$ cat src/sv/qrs_pkg.sv
package qrs_pkg;

   localparam int COUNT_BITS     = 16;
   localparam int POSITION_BITS  = 32;
   localparam int THRESHOLD_BITS = 24;
   localparam int INPUT_BITS     = 24;
   localparam int CSR_INDEX_BITS = 4;
   localparam int CSR_DATA_BITS  = 24;

   localparam logic [COUNT_BITS-1:0] COUNT_MAX           = '1;
   localparam logic [COUNT_BITS-1:0] REFRACTORY_RESET    = 16'd16;
   localparam logic [THRESHOLD_BITS-1:0] THRESHOLD_RESET = '0;

   typedef enum logic [CSR_INDEX_BITS-1:0] {
      CSR_REFRACTORY_LIMIT  = 4'd0,
      CSR_INITIAL_THRESHOLD = 4'd1
   } csr_index_type;

   typedef struct packed {
      logic                      beat_found;
      logic [COUNT_BITS-1:0]     beat_interval;
      logic [POSITION_BITS-1:0]  beat_position;
      logic [THRESHOLD_BITS-1:0] current_threshold;
   } result_type;

endpackage

$ cat src/sv/qrs_step.sv
module qrs_step #(
   parameter int SAMPLE_BITS = 24
) (
   input  logic                                   clock,
   input  logic                                   reset,
   input  logic                                   step,
   input  logic [SAMPLE_BITS-1:0]                 sample,
   input  logic                                   csr_write,
   input  logic [qrs_pkg::CSR_INDEX_BITS-1:0]     csr_index,
   input  logic [qrs_pkg::CSR_DATA_BITS-1:0]      csr_wdata,
   output qrs_pkg::result_type                    result
);
   import qrs_pkg::*;

   logic [COUNT_BITS-1:0]    refractory_ff, refractory_in;
   logic [COUNT_BITS-1:0]    count_ff, count_in;
   logic [SAMPLE_BITS-1:0]   peak_ff, peak_in;
   logic [SAMPLE_BITS-1:0]   thr_ff, thr_in;
   logic [POSITION_BITS-1:0] position_ff, position_in;

   logic [COUNT_BITS-1:0]    count_inc;
   logic                     armed;
   logic                     beat;
   logic [SAMPLE_BITS+2:0]   thr_sum;
   logic [SAMPLE_BITS-1:0]   thr_next;
   logic [POSITION_BITS-1:0] position_next;

   assign count_inc = (count_ff != COUNT_MAX) ? count_ff + 1'b1 : count_ff;
   assign armed     = (count_inc > refractory_ff) && (sample > thr_ff);
   assign beat      = armed && (sample < peak_ff);

   // peak/8 + 7/8 threshold: 7*thr written as 8*thr - thr
   assign thr_sum  = {3'b000, peak_ff} + {thr_ff, 3'b000} - {3'b000, thr_ff};
   assign thr_next = thr_sum[SAMPLE_BITS+2:3];
   assign position_next = position_ff + POSITION_BITS'(count_inc);

   always_comb begin
      refractory_in = refractory_ff;
      count_in      = count_ff;
      peak_in       = peak_ff;
      thr_in        = thr_ff;
      position_in   = position_ff;
      if (step) begin
         count_in = count_inc;
         if (beat) begin
            count_in    = '0;
            peak_in     = '0;
            thr_in      = thr_next;
            position_in = position_next;
         end else if (armed && (sample > peak_ff)) begin
            peak_in = sample;
         end
      end
      if (csr_write) begin
         if (csr_index == CSR_REFRACTORY_LIMIT) begin
            refractory_in = csr_wdata[COUNT_BITS-1:0];
         end else if (csr_index == CSR_INITIAL_THRESHOLD) begin
            thr_in = SAMPLE_BITS'(csr_wdata[THRESHOLD_BITS-1:0]);
         end
      end
   end

   always_ff @(posedge clock) begin
      if (reset) begin
         refractory_ff <= REFRACTORY_RESET;
         count_ff      <= '0;
         peak_ff       <= '0;
         thr_ff        <= SAMPLE_BITS'(THRESHOLD_RESET);
         position_ff   <= '0;
      end else begin
         refractory_ff <= refractory_in;
         count_ff      <= count_in;
         peak_ff       <= peak_in;
         thr_ff        <= thr_in;
         position_ff   <= position_in;
      end
   end

   always_comb begin
      result.beat_found        = beat;
      result.beat_interval     = beat ? count_inc : '0;
      result.beat_position     = beat ? position_next : position_ff;
      result.current_threshold = beat ? THRESHOLD_BITS'(thr_next) : THRESHOLD_BITS'(thr_ff);
   end

   a_beat_clears: assert property (@(posedge clock) disable iff (reset)
      step && beat && !csr_write |=> (count_ff == '0) && (peak_ff == '0))
      else $error("count or peak not cleared after beat");

   a_position_advance: assert property (@(posedge clock) disable iff (reset)
      step && beat |=> position_ff == $past(position_ff) + POSITION_BITS'($past(count_inc)))
      else $error("beat position did not advance by the interval");

   a_thr_hold: assert property (@(posedge clock) disable iff (reset)
      !step && !csr_write |=> $stable(thr_ff) && $stable(count_ff) && $stable(peak_ff))
      else $error("detector state moved without a request");

   a_peak_above_thr: assert property (@(posedge clock) disable iff (reset)
      step && armed && (sample > peak_ff) && !csr_write |=> peak_ff > thr_ff)
      else $error("tracked peak not above threshold");

endmodule

$ cat src/sv/qrs_peak_detector.sv
// channel | handshake            | payload
// req     | req_valid, req_stall | req_sample
// rsp     | rsp_valid, rsp_stall | rsp_beat_found/_interval/_position, rsp_current_threshold
// csr     | csr_write            | csr_index, csr_wdata (no read-back)
//
// A request passes through an input register, then the step logic into the result register.
// One request per cycle sustained while rsp_stall is low; the detector state updates as a
// request leaves the input register. Synchronous reset clears both registers' valid bits and
// the state. rsp_stall holds the result register and, once the input register is full, req_stall.
module qrs_peak_detector #(
   parameter int SAMPLE_BITS = 24
) (
   input  logic                                      clock,
   input  logic                                      reset,
   input  logic                                      req_valid,
   output logic                                      req_stall,
   input  logic [qrs_pkg::INPUT_BITS-1:0]            req_sample,
   output logic                                      rsp_valid,
   input  logic                                      rsp_stall,
   output logic                                      rsp_beat_found,
   output logic [qrs_pkg::COUNT_BITS-1:0]            rsp_beat_interval,
   output logic [qrs_pkg::POSITION_BITS-1:0]         rsp_beat_position,
   output logic [qrs_pkg::THRESHOLD_BITS-1:0]        rsp_current_threshold,
   input  logic                                      csr_write,
   input  logic [qrs_pkg::CSR_INDEX_BITS-1:0]        csr_index,
   input  logic [qrs_pkg::CSR_DATA_BITS-1:0]         csr_wdata
);
   import qrs_pkg::*;

   logic                   in_valid_ff, in_valid_in;
   logic [SAMPLE_BITS-1:0] in_sample_ff, in_sample_in;
   logic                   out_valid_ff, out_valid_in;
   result_type             out_ff, out_in;
   result_type             step_result;
   logic                   out_open;
   logic                   advance;
   logic                   req_take;

   assign out_open  = !out_valid_ff || !rsp_stall;
   assign advance   = in_valid_ff && out_open;
   assign req_stall = in_valid_ff && !out_open;
   assign req_take  = req_valid && !req_stall;

   qrs_step #(
      .SAMPLE_BITS (SAMPLE_BITS)
   ) u_step (
      .clock     (clock),
      .reset     (reset),
      .step      (advance),
      .sample    (in_sample_ff),
      .csr_write (csr_write),
      .csr_index (csr_index),
      .csr_wdata (csr_wdata),
      .result    (step_result)
   );

   always_comb begin
      in_valid_in  = in_valid_ff;
      in_sample_in = in_sample_ff;
      out_valid_in = out_valid_ff;
      out_in       = out_ff;
      if (advance) begin
         in_valid_in = 1'b0;
      end
      if (req_take) begin
         in_valid_in  = 1'b1;
         in_sample_in = SAMPLE_BITS'(req_sample);
      end
      if (out_open) begin
         out_valid_in = advance;
         out_in       = step_result;
      end
   end

   always_ff @(posedge clock) begin
      if (reset) begin
         in_valid_ff  <= 1'b0;
         out_valid_ff <= 1'b0;
      end else begin
         in_valid_ff  <= in_valid_in;
         out_valid_ff <= out_valid_in;
      end
      in_sample_ff <= in_sample_in;
      out_ff       <= out_in;
   end

   assign rsp_valid             = out_valid_ff;
   assign rsp_beat_found        = out_ff.beat_found;
   assign rsp_beat_interval     = out_ff.beat_interval;
   assign rsp_beat_position     = out_ff.beat_position;
   assign rsp_current_threshold = out_ff.current_threshold;

   a_no_drop: assert property (@(posedge clock) disable iff (reset)
      in_valid_ff && !advance |=> in_valid_ff && $stable(in_sample_ff))
      else $error("held request lost from input register");

   a_result_follows: assert property (@(posedge clock) disable iff (reset)
      advance |=> out_valid_ff)
      else $error("stepped request produced no result");

   a_no_phantom: assert property (@(posedge clock) disable iff (reset)
      out_open && !advance |=> !out_valid_ff)
      else $error("result appeared without a request");

endmodule
$ cat config.mk
export PLATFORM = sky130hd
export DESIGN_NAME = qrs_peak_detector
export DESIGN_NICKNAME = d
export VERILOG_FILES = /design/src/sv/qrs_pkg.sv /design/src/sv/qrs_step.sv /design/src/sv/qrs_peak_detector.sv
export SDC_FILE = /design/constraint.sdc
export NUM_CORES = 1
export LEC_CHECK = 0
export BUFFER_PORTS_ARGS = -buffer_cell sky130_fd_sc_hd__buf_4
export CAP_MARGIN = 10
export CELL_PAD_IN_SITES_DETAIL_PLACEMENT = 1
export CELL_PAD_IN_SITES_GLOBAL_PLACEMENT = 1
export CORE_MARGIN = 4
export CORE_UTILIZATION = 30
export CTS_CLUSTER_SIZE = 12
export DETAILED_ROUTE_END_ITERATION = 8
export MAX_ROUTING_LAYER = met4
export PLACE_DENSITY = 0.66
export SLEW_MARGIN = 0
export SYNTH_ARGS = -nofsm -noshare
export SYNTH_HDL_FRONTEND = slang
export SYNTH_SLANG_ARGS = --single-unit
$ cat constraint.sdc
create_clock -name clock -period 5.5 [get_ports clock]
set_input_delay 1.1 -clock clock [delete_from_list [all_inputs] [get_ports clock]]
set_output_delay 1.1 -clock clock [all_outputs]
set_load 0.02 [all_outputs]
== Word level (Yosys, flattened, before mapping) ==
Index checks and enable logic that the tools add are counted.

* Register bits: 211
* Bits in latches: 0
* Memory bits (writable): 0
* Memory bits (read-only): 0
* Input bits: 57
* Output and inout port bits: 75
* Word-level logic and storage cells: 50
* Memories: 0

* Add/subtract/negate cells: 4
* $mul: 0
* Div/mod/pow operators: 0
* Magnitude comparators: 4
* Equality and inequality tests: 2
* Shifts and indexed selects: 0
* Muxes and demuxes: 12
* Bitwise logic cells: 0
* Reduce and logical (&&, ||, !) cells: 16

{| class="wikitable"
|+ Operators with widths
! operator !! number
|-
| $mux 24 || 7
|-
| $gt 24x24->1 || 2
|-
| $add 32x16->32 || 1
|-
| $mux 16 || 2
|-
| $mux 32 || 1
|-
| $add 24x27->27 || 1
|-
| $sub 27x24->27 || 1
|-
| $lt 24x24->1 || 1
|-
| $add 16x1->16 const B || 1
|-
| $gt 16x16->1 || 1
|-
| $ne 16x16->1 const B || 1
|-
| $logic_and 1x1->1 || 6
|-
| $eq 4x1->1 const B || 1
|-
| $logic_not 1->1 || 4
|-
| $logic_not 4->1 || 1
|-
| $reduce_and 2->1 || 2
|-
| $reduce_bool 2->1 || 2
|-
| $mux 1 || 2
|-
| $logic_or 1x1->1 || 1
|}

== Longest topological paths before layout ==
* Depth after elaboration: 10
* Mapped depth: 19
* Depth with buffers taken out: 17

== By module ==
From an unflattened synthesis, not the netlist that was laid out.

* Cells, all modules: 1403
* Area, all modules: 12944.9 um^2

{| class="wikitable"
|+ By module, submodules not included
! module !! instances !! cells each !! area an instance (um^2) !! seq. area each (um^2)
|-
| qrs_step || 1 || 1295 || 9952.0 || 2242.2
|-
| qrs_peak_detector || 1 || 108 || 2992.9 || 2952.8
|}

== Least setup slack after synthesis ==
No wires, ideal clock.

* Path type: input to register
* Start point: in rsp_stall
* End point: reg u_step.thr_ff[19]
* Library setup time: 0.086 ns
* Arrival time: 4.241 ns
* Required time: 5.414 ns
* Path slack: 1.174 ns
* Stages: 9
* Buffers on the path: 3
* Cell sequence: nand2_1 > and2_1 > clkbuf_1 > nand3_1 > nor2_1 > buf_2 > buf_1 > nand2_1 > a211oi_1

* Cells in the longest elaborated chain, start to end: 7

{| class="wikitable"
|+ Ends and longest elaborated chain
! element !! RTL line !! text
|-
| from (decl) || qrs_peak_detector.sv:19 || <nowiki>input logic rsp_stall,</nowiki>
|-
| $logic_not 1->1 (*) || qrs_peak_detector.sv:39 || <nowiki>assign out_open = !out_valid_ff || !rsp_stall;</nowiki>
|-
| $logic_or 1x1->1 (*) || qrs_peak_detector.sv:39 ||
|-
| $logic_and 1x1->1 (*) || qrs_peak_detector.sv:40 || <nowiki>assign advance = in_valid_ff && out_open;</nowiki>
|-
| $mux 24 (*) || qrs_step.sv:43 || <nowiki>if (step) begin</nowiki>
|-
| $mux 24 || qrs_step.sv:57 || <nowiki>end else if (csr_index == CSR_INITIAL_THRESHOLD) begin</nowiki>
|-
| $mux 24 || qrs_step.sv:55 || <nowiki>if (csr_index == CSR_REFRACTORY_LIMIT) begin</nowiki>
|-
| $mux 24 (*) || qrs_step.sv:54 || <nowiki>if (csr_write) begin</nowiki>
|-
| to (signal assigned) || qrs_step.sv:68 || <nowiki>thr_ff <= SAMPLE_BITS'(THRESHOLD_RESET);</nowiki>
|-
| to (signal assigned) || qrs_step.sv:74 || <nowiki>thr_ff <= thr_in;</nowiki>
|-
| to (decl) || qrs_step.sv:18 || <nowiki>logic [SAMPLE_BITS-1:0] thr_ff, thr_in;</nowiki>
|}

Every way passes the cells marked *; elsewhere a longest branch is shown, timed or not.
A chain may end at the register's enable or synchronous reset.

== Worst setup path in the final report ==
* Start point: reg u_step.count_ff[0]
* End point: reg u_step.peak_ff[17]

* Cells in the longest elaborated chain, start to end: 7
* Elaborated cells between the ends (all ways): 10
* Those cells by class: 1 x add/sub; 1 x order compare; 1 x eq/ne; 2 x mux; 5 x reduce/logical

{| class="wikitable"
|+ Ends and longest elaborated chain
! element !! RTL line !! text
|-
| from (decl) || qrs_step.sv:16 || <nowiki>logic [COUNT_BITS-1:0] count_ff, count_in;</nowiki>
|-
| from (signal assigned) || qrs_step.sv:72 || <nowiki>count_ff <= count_in;</nowiki>
|-
| $add 16x1->16 / $ne 16x16->1 (equally long branches) || qrs_step.sv:28 || <nowiki>assign count_inc = (count_ff != COUNT_MAX) ? count_ff + 1'b1 : count_ff;</nowiki>
|-
| $mux 16 (*) || qrs_step.sv:28 ||
|-
| net u_step.count_inc[11] || qrs_step.sv:21 || <nowiki>logic [COUNT_BITS-1:0] count_inc;</nowiki>
|-
| $gt 16x16->1 (*) || qrs_step.sv:29 || <nowiki>assign armed = (count_inc > refractory_ff) && (sample > thr_ff);</nowiki>
|-
| $logic_and 1x1->1 (*) || qrs_step.sv:29 ||
|-
| $logic_and 1x1->1, on equally long branches || qrs_step.sv:50, qrs_step.sv:30 ||
|-
| $reduce_bool 2->1 (no line) || n/a ||
|-
| $reduce_and 2->1 (no line) || n/a ||
|-
| to (signal assigned) || qrs_step.sv:73 || <nowiki>peak_ff <= peak_in;</nowiki>
|-
| to (decl) || qrs_step.sv:17 || <nowiki>logic [SAMPLE_BITS-1:0] peak_ff, peak_in;</nowiki>
|}

The timed path passes the listed nets; every way through them passes the cells marked *.

==> results.yml <==
place:
  portBuffers: 131
  post-place-cells: 1960
  gp_congestion: 0.856
  dp_hpwl_um: 28800
route:
  drc_errors: 0
  first_pass_iters: 4
  met1_length_um: 17900
  wl_um: 39200
  vias_per_cell: 5.17
  routed-wl-met2_um: 18900
  drtAntennaViolNets: 0
  dr.first_iter.drc_count: 424
  wl_met3_um: 1480
  vias: 10400
  wire_per_inst_um: 19.5
  route.top_layer_used: "met4"
sta:
  fin_crit_ns: 4.86
  relSlewSlack_pct: 35.4
  setup_violations: 0
  rsz0062_at_grt: "no"
  hold_viol: 0
  fin_setup_tns_ns: 0
  skew_ns: 0.00896
  worst_pin_slew_ns: 0.968
  fmax_mhz: 206
  drv_slew: 0
  layout_worst_path_cycle_share_pct: 88.4
clocking:
  cts_buffer_depth: 3
  clkLatencyLatePin_ns: 0.54
  clk_pin_slew_ns: 0.06
  cts-root-buf: "clkbuf_16"
  cts_setup_buffers: 0
  cts_tree: "yes"
  ctsResizeCount: 0
  postCtsHoldBufs: 0
  cts_buffers: 26
  cts-htree-levels: 1
  cts_sinks: 211
synth:
  postSynthCellCount: 1337
  ys_ff_latch: 211
  avgSynthCellArea_um2: 9.46
  synth_edf_count: 97
  yosysSeqAreaShare_pct: 41.1
  synth_ff_type: "dfxtp_1"
  yosysUniqueCellTypes: 85
  yosysWarnings: 0
  syn-cell-area_mm2: 0.0126
  ys_async_sr_fraction_pct: 0
  synth_nets: 1523
worst_hold_path:
  hold_depth: 2
  hold_class: "register to register"
  holdPathEnd: "u_step.refractory_ff[2]$_SDFFE_PP0P_"
  hp-start: "u_step.refractory_ff[2]$_SDFFE_PP0P_"
finish:
  synthToLayoutAreaGrowth_pct: 19.3
  drive_above_1_share_pct: 15.6
  finalNonFillerCells: 2008
  nets: 1643
  antenna-diode-count: 0
setup_path:
  start_kind: "register"
  crit_start: "u_step.count_ff[0]$_SDFFE_PP0P_"
  crit_type: "register to register"
  rr_endpoint: "u_step.peak_ff[17]$_SDFFE_PP0P_"
  reg2regPathDepth: 18
  critical_path_required_ns: 5.93
  worst_ep_arrival_time_ns: 5.29
  ff2ff_setup_slack_ns: 0.64
  crit_path_end_kind: "register"
  worstReg2RegStart: "u_step.count_ff[0]$_SDFFE_PP0P_"
  worstPathMaxFanout: 56
global_route:
  antenna_found_initial: 0
  grt_overflow_total: 0
  grt_pass1_vias: 10900
  grt_start_max_net_pins: 57
  grt_pass1_wl_um: 61400
  grt_util_all_layers_pct: 17.6
die:
  die_x_um: 213
  coreArea_mm2: 0.0412
  start_util_pct: 30.7
  fp.dieH_um: 213
  fp.dieArea_mm2: 0.0455
  num_rows: 74
  io_pins: 132
job:
  cap_violations: 0
run_status:
  status: "finished clean"
pwr:
  power_leakage_nw: 6.36
  p_per_area_mw_per_mm2: 273
  max-vdd-ir-drop_mv: 0.186
## metrics by stage
step / area, µm² / hold WS [ns] / util [%] / worst slack (ns) / power (W)
after global placement: 14100 / 0.448 / 34.3 / 0.842 / 0.00228
final: 15100 / 0.457 / 36.6 / 0.640 / 0.00412
after global routing: 15100 / 0.480 / 36.6 / 0.179 / 0.00431
after floorplan: 12600 / 0.436 / - / 1.17 / 0.00210
after CTS: 15100 / 0.456 / 36.6 / 0.591 / 0.00418
after detailed placement: 14100 / 0.448 / 34.3 / 0.616 / 0.00230
## cell usage after synthesis (all sizes together), types with 9 or more instances
master | n | share of area (%)
a31oi | 10 | 0.49
ha | 107 | 11
xnor2 | 33 | 2.3
nand3 | 44 | 1.7
o31ai | 9 | 0.53
clkbuf | 31 | 0.92
o211ai | 10 | 0.59
edfxtp | 97 | 23
nor3 | 21 | 0.83
a311oi | 12 | 0.83
fa | 22 | 3.5
or3 | 15 | 0.82
buf | 24 | 1.2
o21ai | 49 | 1.9
a22o | 24 | 1.7
inv | 118 | 3.5
nand2 | 183 | 5.6
and3 | 19 | 0.94
nor2b | 11 | 0.54
xor2 | 30 | 2.1
mux2 | 11 | 1.0
nand4 | 23 | 1.2
a21oi | 119 | 4.7
nand2b | 12 | 0.59
and2 | 15 | 0.74
or4 | 11 | 0.65
nor2 | 55 | 1.6
dfxtp | 114 | 18
a21o | 18 | 1.1
## power by group
part           switching (W)  leakage [nW]  internal, W  total (W)
combinational       0.000326          3.90     0.000218   0.000544
clock               0.000709         0.441      0.00115    0.00186
sequential         0.0000332          2.02      0.00169    0.00172
## area by class of cell
cell class | instances | area [µm²]
flip-flops and latches | 211 | 5190
clock buffers | 30 | 707
inverters | 118 | 445
multi-input cells | 953 | 6750
repair buffers | 147 | 1100
fillers | 4646 | 26100
clock inverters | 17 | 215
well taps | 532 | 666
## worst max path at each step
stage | endpoint | slack [ns] | depth (start not counted)
after floorplan | u_step.thr_ff[19]$_SDFF_PP0_ | 1.17 | 9
after global placement | u_step.position_ff[1]$_SDFFE_PP0P_ | 0.84 | 17
after detailed placement | u_step.peak_ff[17]$_SDFFE_PP0P_ | 0.62 | 18
after CTS | u_step.peak_ff[17]$_SDFFE_PP0P_ | 0.59 | 17
after global routing | u_step.position_ff[5]$_SDFFE_PP0P_ | 0.18 | 16
final | u_step.peak_ff[17]$_SDFFE_PP0P_ | 0.64 | 18
## flip-flops by register name, summed over array words and instances, names as in the netlist
| signal | count |
|---|---|
| in_valid_ff | 1 |
| rsp_beat_position | 32 |
| u_step.peak_ff | 24 |
| rsp_beat_found | 1 |
| rsp_beat_interval | 16 |
| in_sample_ff | 24 |
| u_step.thr_ff | 24 |
| rsp_valid | 1 |
| rsp_current_threshold | 24 |
| u_step.position_ff | 32 |
| u_step.refractory_ff | 16 |
| u_step.count_ff | 16 |
## worst max-delay path, cell delays in order (launching register included)
cell	delay [ns]
dfxtp_1	0.41
ha_1	0.24
nand3_1	0.17
nor2_1	0.15
nand4_1	0.38
nand2_1	0.25
nor2_1	0.07
xnor2_1	0.37
ha_1	0.23
nand4_1	0.15
nor4_2	0.33
a21boi_2	0.22
or3_4	0.14
o211a_4	0.37
nand2_8	0.07
inv_4	0.52
nor4_4	0.10
buf_4	0.27
a22o_1	0.27
## cell usage in the layout (no fill, tap or decap), types with 6 or more instances in the layout
cell type,n
or4_1,11
nor2_1,54
o21a_1,8
o211ai_1,10
or3_1,13
xor2_1,30
o211a_1,6
a211oi_1,8
mux2_2,9
a21o_1,18
nor2b_1,10
or2_2,6
o21ai_0,48
and2_1,15
ha_1,107
buf_4,147
edfxtp_1,97
nand4_1,22
inv_1,117
xnor2_1,33
nand2b_1,12
clkbuf_16,27
nand2_1,180
fa_1,22
dfxtp_1,114
nor3_1,21
a311oi_1,12
a22o_1,24
a21oi_1,119
nand3_1,44
and3_1,19
a31oi_1,10
o31ai_1,9
## cells by family (layout without fill, tap and decap cells)
kind of cell             Yosys count  count (layout)  synth area share [%]
buffers and inverters            173             312                  5.63
XOR/XNOR                          63              63                  4.36
AND/OR/NAND/NOR                  431             431                  16.8
flip-flops                       211             211                  41.1
adder cells (fa/ha/maj)          129             129                  14.1
AO/OA/AOI/OAI                    317             317                  16.8
multiplexers                      13              13                  1.20
## metal layers
metal | up-vias | track usage [%]
li1 | 5012 | -
met2 | 188 | 29.5
met3 | 56 | 2.06
met5 | - | -
met1 | 5116 | 22.6
met4 | 0 | 4.63
Note: power is estimated with default switching activity, not from simulation.
